**config.mk**
```make
export PLATFORM = sky130hd
export DESIGN_NAME = rsi_isqrt
export DESIGN_NICKNAME = d
export VERILOG_FILES = /design/src/design/rsi_pkg.sv /design/src/design/rsi_isqrt.sv
export SDC_FILE = /design/constraint.sdc
export NUM_CORES = 2
export LEC_CHECK = 0
export BUFFER_PORTS_ARGS = -buffer_cell sky130_fd_sc_hd__buf_2
export CAP_MARGIN = 20
export CORE_MARGIN = 5
export CORE_UTILIZATION = 50
export CTS_CLUSTER_DIAMETER = 200
export CTS_CLUSTER_SIZE = 12
export DETAILED_ROUTE_END_ITERATION = 16
export MAX_ROUTING_LAYER = met4
export PLACE_DENSITY = 0.65
export SKIP_LAST_GASP = 1
export SYNTH_ARGS = -nofsm -noshare
export SYNTH_HDL_FRONTEND = slang
export SYNTH_SLANG_ARGS = --single-unit
```
**constraint.sdc**
```tcl
create_clock -name clk -period 7 [get_ports clk]
set_input_delay 0.7 -clock clk [delete_from_list [all_inputs] [get_ports clk]]
set_output_delay 0.7 -clock clk [all_outputs]
set_load 0.005 [all_outputs]
```
**src/design/rsi_pkg.sv**
```systemverilog
package rsi_pkg;

  localparam int FIX_W     = 32;
  localparam int ACC_W     = 64;
  localparam int ROOT_W    = 32;
  localparam int QUO_BITS  = FIX_W - 1;
  localparam int RAD_W     = 31;
  localparam int MAT_W     = 8;
  localparam int CFG_IDX_W = 3;
  localparam int SQRT_LAT  = ROOT_W;
  localparam int DIV_LAT   = QUO_BITS + 2;

  typedef logic signed [FIX_W-1:0] fix_t;

  localparam fix_t FIX_MAX = 32'sh7fffffff;
  localparam fix_t FIX_MIN = 32'sh80000000;

  typedef enum logic [CFG_IDX_W-1:0] {
    CFG_CENTER_X = 3'd0,
    CFG_CENTER_Y = 3'd1,
    CFG_CENTER_Z = 3'd2,
    CFG_RADIUS   = 3'd3,
    CFG_MATERIAL = 3'd4
  } cfg_reg_t;

  // Ray as it travels down the pipeline.
  typedef struct packed {
    fix_t [2:0] o;
    fix_t [2:0] d;
    fix_t       tl;
    fix_t       tu;
  } ray_t;

  typedef struct packed {
    ray_t ray;
    fix_t a;
    fix_t h;
    logic ok;
  } sq_side_t;

  typedef struct packed {
    ray_t ray;
    logic ok;
  } dv_side_t;

  typedef struct packed {
    logic       hit;
    fix_t       t;
    fix_t [2:0] p;
  } nm_side_t;

  // Clamp a wide signed value into the 32 bit fixed point range.
  function automatic fix_t sat32(input logic signed [67:0] v);
    if (v > 68'(FIX_MAX)) begin
      return FIX_MAX;
    end else if (v < 68'(FIX_MIN)) begin
      return FIX_MIN;
    end
    return fix_t'(v);
  endfunction

endpackage

```
**src/design/rsi_isqrt.sv**
```systemverilog
module rsi_isqrt (
  input  logic                         clk,
  input  logic                         en,
  input  logic [rsi_pkg::ACC_W-1:0]    radicand,
  output logic [rsi_pkg::ROOT_W-1:0]   root
);
  import rsi_pkg::*;

  typedef struct packed {
    logic [ACC_W-1:0]  rem;
    logic [ROOT_W-1:0] res;
  } sq_stage_t;

  // One result bit: try setting bit b of the root against the running remainder.
  function automatic sq_stage_t sq_step(input logic [ACC_W-1:0] rem,
                                        input logic [ROOT_W-1:0] res, input int b);
    logic [ACC_W:0] trial;
    sq_stage_t      r;
    trial = ((ACC_W+1)'(res) << (b + 1)) + ((ACC_W+1)'(1) << (2 * b));
    if ((ACC_W+1)'(rem) >= trial) begin
      r.rem = rem - trial[ACC_W-1:0];
      r.res = res | (ROOT_W'(1) << b);
    end else begin
      r.rem = rem;
      r.res = res;
    end
    return r;
  endfunction

  sq_stage_t stg [ROOT_W];

  always_ff @(posedge clk) begin
    if (en) begin
      stg[0] <= sq_step(radicand, '0, ROOT_W - 1);
      for (int j = 1; j < ROOT_W; j++) begin
        stg[j] <= sq_step(stg[j-1].rem, stg[j-1].res, ROOT_W - 1 - j);
      end
    end
  end

  assign root = stg[ROOT_W-1].res;

endmodule

```
# Yosys cells after proc, flatten, opt, wreduce, memory -nomap -nowiden
# Memories as Yosys holds them, arrays and structs flattened.
# Index checks and enable logic that the tools add are counted.
# op_classes
n_addsub	63
n_mul	0
div	0
n_lt_le_gt_ge	32
n_eq_ne	0
shifts	0
muxes	66
bitwise_logic	0
reduce_logical	0
# ops
op	n
two-way mux 96 bit	64
adder 63 x 61 -> 64 bit (second input constant)	1
>= comparator 64 x 34 -> 1 bit	1
>= comparator 64 x 35 -> 1 bit	1
>= comparator 64 x 36 -> 1 bit	1
>= comparator 64 x 37 -> 1 bit	1
>= comparator 64 x 38 -> 1 bit	1
>= comparator 64 x 39 -> 1 bit	1
>= comparator 64 x 40 -> 1 bit	1
>= comparator 64 x 41 -> 1 bit	1
>= comparator 64 x 42 -> 1 bit	1
>= comparator 64 x 43 -> 1 bit	1
>= comparator 64 x 44 -> 1 bit	1
>= comparator 64 x 45 -> 1 bit	1
>= comparator 64 x 46 -> 1 bit	1
>= comparator 64 x 47 -> 1 bit	1
>= comparator 64 x 48 -> 1 bit	1
>= comparator 64 x 49 -> 1 bit	1
>= comparator 64 x 50 -> 1 bit	1
>= comparator 64 x 51 -> 1 bit	1
>= comparator 64 x 52 -> 1 bit	1
>= comparator 64 x 53 -> 1 bit	1
>= comparator 64 x 54 -> 1 bit	1
>= comparator 64 x 55 -> 1 bit	1
other kinds (73)	74
# word_totals
ff_bits	0
latchBits	0
mem_bits_rw	3072
mem_bits_ro	0
inputBits	66
out_inout_bits	32
memories	1
# mem_list
name	words	word_bits	read_ports	rd_ports_with_merged_regs	write_ports	line	source
stg	32	96	32	0	32	rsi_isqrt.sv:30	sq_stage_t stg [ROOT_W];

# Longest topological paths before layout
# depth
word_depth	4
ltp_mapped	15
ltp_nobuf	13

# Worst setup path after synthesis
# No wires, ideal clock.
# synth_path
path_type	flip-flop to flip-flop
startpoint	memory stg[20][58] (netlist bit)
endpoint	memory stg[21][85] (netlist bit) (data pin)
setup_ns	0.258
arrival_time_ns	3.357
slack_ns	3.385
stages_incl_launch_ff	12
path_cell_list	edfxtp_1 ha_1 a21o_1 a211oi_1 o21bai_1 a21o_1 a221o_1 a2111oi_0 o31ai_1 a311oi_2 nand4b_1 xnor2_1
# synth_lines
item	line
start: declaration	rsi_isqrt.sv:30

==> results.json <==
{
  "fin_setup_tns_ps": 0,
  "wl_per_cell_um": 23.2,
  "crit_path_top_delay_cell": "and2_1",
  "num_io_pins": 98,
  "synth_area_um2": 120000,
  "overflow": 0,
  "peakVddDrop_mv": 0.250,
  "die_area_um2": 250000,
  "cts_hold_buf": 62,
  "yosysWarnings": 0,
  "core_area_um2": 240000,
  "rsz0062_at_grt": "false",
  "final_cell_mix": "edfxtp_1, inv_1, nand2_1",
  "finalCritPeriodShare_pct": 71.1,
  "die_w_um": 500,
  "yosysUniqueCellTypes": 95,
  "cts_buffers": 227,
  "wirelength_mm": 302,
  "synthArstFlopShare_pct": 0,
  "synthesis.nets": 10200,
  "grt_pass1_vias": 73900,
  "drive_gt1_share_pct": 5.91,
  "fillerInstances": 19600,
  "fmax_ghz": 0.201,
  "cts_resized": 0,
  "hold_path_class": "in -> reg",
  "placed_cells": 12700,
  "status": "finished, final reports clean",
  "r2r-end": "stg[29][66]$_DFFE_PP_",
  "layout_min_cycle_time_ps": 4980,
  "largest_register_ffs": 2512,
  "cpMostUsedCell": "a21oi_1",
  "top_regs": "stg: 2512 flops",
  "clock_sinks": 2512,
  "postRouteAntennaNets": 0,
  "worstPathCellList": "ha_1, nor2b_1, o21ai_0, a21oi_1, o311ai_0, a21oi_1, o211ai_1, and2_1, inv_2, a31oi_1, o21ai_0, a21oi_1",
  "post-route-util_pct": 54.8,
  "worstPathRequired_ps": 7710,
  "maxCapViolations": 0,
  "drc": 0,
  "synth_edf_count": 2512,
  "ys.flop_type": "edfxtp_1",
  "fin_nets": 10400,
  "drt-initial-drc-count": 6995,
  "antenna_found_initial": 13,
  "grt_pass1_wl_mm": 455,
  "avgSynthCellArea_um2": 12.6,
  "hold_path_end": "stg[0][95]$_DFFE_PP_",
  "grt_max_degree": 169,
  "gp_congestion": 0.948,
  "largest-register": "stg",
  "vias": 76700,
  "final_cell_count_no_fill": 13000,
  "firstDrtPassIters": 6,
  "path_clk_slew_ps": 60,
  "track_usage_pct": 24.2,
  "cp_max_fo": 46,
  "final_common_cell": "edfxtp_1",
  "cts_root_buffer": "clkbuf_16",
  "post_dp_cell_area_um2": 125000,
  "slowest_delay_ps": 870,
  "critPathKind": "reg -> reg",
  "leakage_nw": 49.3,
  "yosysSeqAreaShare_pct": 62.7,
  "synth-seq-cells": 2512,
  "start_util_pct": 50.1,
  "htree_levels": 4,
  "arrival_ps": 5690,
  "r2r-start": "stg[28][38]$_DFFE_PP_",
  "area_delta_synth_final_pct": 9.38,
  "rr_worst_depth": 12,
  "maxSlewViolCount": 0,
  "cts_tree": "built",
  "fin_area_um2": 132000,
  "finalSetupViolCount": 0,
  "hpwlAfterDp_mm": 228,
  "clockBufferDepth": 3,
  "worstHoldStart": "radicand[63]",
  "rows": 180,
  "min_delay_path_depth": 3,
  "cp-start-kind": "flip-flop",
  "syn_inst": 9556,
  "viasPerCell": 5.89,
  "fin_skew_ps": 108,
  "end_kind": "flip-flop",
  "cts_setup_buffers": 0,
  "slew_headroom_pct": 24.0,
  "die_h_um": 500,
  "clkLatencyLatePin_ps": 920,
  "power_density_nw_per_um2": 311,
  "hold_viol_final": 0,
  "tightestPinTransition_ps": 1110,
  "portBuffers": 97,
  "rrSetupSlack_ps": 2020
}
[power breakdown]
part | total, mW | internal, mW | switching, mW
logic | 9.17 | 3.72 | 5.45
clock network | 11.1 | 5.77 | 5.33
registers | 20.7 | 19.1 | 1.58
[synthesized netlist by cell type, types with 11 or more instances]
cell	number	area [um^2]
nand2_1	601	2260
or3_1	117	732
or2_2	49	307
a21boi_0	31	233
edfxtp_1	2512	75400
o21a_1	115	863
a211oi_1	44	330
buf_2	21	105
a21o_1	267	2000
nand4b_1	15	131
a211o_1	15	131
o31ai_1	57	428
a31oi_1	56	350
nor4_1	357	2230
nand4_1	151	945
nor4b_1	43	377
a2111oi_0	19	166
o2111ai_1	12	105
and2_1	34	213
o21bai_1	36	270
nand3b_1	39	293
nor2_1	599	2250
o211ai_1	36	270
nor3_1	234	1170
or4_1	74	556
and3_1	38	238
and4b_1	11	110
xor2_1	373	3270
nand2b_1	122	763
ha_1	558	6980
nor2b_1	69	432
mux2i_1	15	150
xnor2_1	487	4270
o21ai_0	448	2240
inv_1	722	2710
buf_1	17	63.8
o41ai_1	15	131
a21oi_1	575	2880
clkbuf_1	156	586
nand3_1	154	771
nor3b_1	16	120
and4_1	20	175
mux2_2	65	732
[cells by family (layout without fill, tap and decap cells)]
logic type | after synthesis | after routing | share of synthesized area [%]
compound gates | 1848 | 1848 | 9.57
xor+xnor | 861 | 861 | 6.28
fa+ha+maj | 558 | 558 | 5.81
buf+inv | 921 | 1199 | 2.90
flops | 2512 | 2512 | 62.7
mux | 80 | 80 | 0.734
other cells | 0 | 6 | 0
simple gates | 2776 | 2776 | 12.0
[worst max-delay path, delay by kind of cell (launching register included)]
kind                       cells  cell delay, ps
DFF                            1             430
AOI/OAI and AO/OA              8            2360
buffers and inverters          1             590
adders and majority gates      1             360
and+or+nand+nor                2            1020
[final cells by class]
| cell class | count | area (um^2) | area share (%) |
|---|---|---|---|
| repair buffers | 228 | 1800 | 1.37 |
| clock buffers | 229 | 5710 | 4.34 |
| flip-flops and latches | 2512 | 75400 | 57.4 |
| multi-input cells | 6123 | 41400 | 31.5 |
| well taps | 3185 | 3990 | 3.03 |
| inverters | 727 | 2730 | 2.07 |
| diodes | 6 | 15.0 | 0.0114 |
| clock inverters | 15 | 419 | 0.319 |
[stage by stage]
stage / power [mW] / hold WS [ps] / worst slack [ps]
after floorplan: 26.8 / 417 / 3380
after global placement: 29.9 / 424 / 2210
after detailed placement: 30.0 / 432 / 2210
after CTS: 41.2 / 108 / 2120
after global routing: 43.0 / 143 / 1560
final: 40.9 / 190 / 2020
[layer usage]
layer  vias up  track usage, %  share of wire (%)
li1      36100               -                  -
met1     38100            34.1                 45
met2      2083            38.9                 48
met3       350            2.65                5.2
met4         0            4.59                1.8
met5         -               -                  0
[how the worst max path moves through the flow]
| stage | from | end | slack (ps) | depth (start not counted) |
|---|---|---|---|---|
| final | stg[28][38]$_DFFE_PP_ | stg[29][66]$_DFFE_PP_ | 2020 | 12 |
| after detailed placement | stg[28][38]$_DFFE_PP_ | stg[29][66]$_DFFE_PP_ | 2210 | 12 |
| after global routing | stg[28][38]$_DFFE_PP_ | stg[29][66]$_DFFE_PP_ | 1560 | 12 |
| after CTS | stg[28][38]$_DFFE_PP_ | stg[29][66]$_DFFE_PP_ | 2120 | 12 |
| after global placement | stg[28][38]$_DFFE_PP_ | stg[29][66]$_DFFE_PP_ | 2210 | 11 |
| after floorplan | stg[20][58]$_DFFE_PP_ | stg[21][85]$_DFFE_PP_ | 3380 | 11 |
Power figures use the tool's default switching activity.
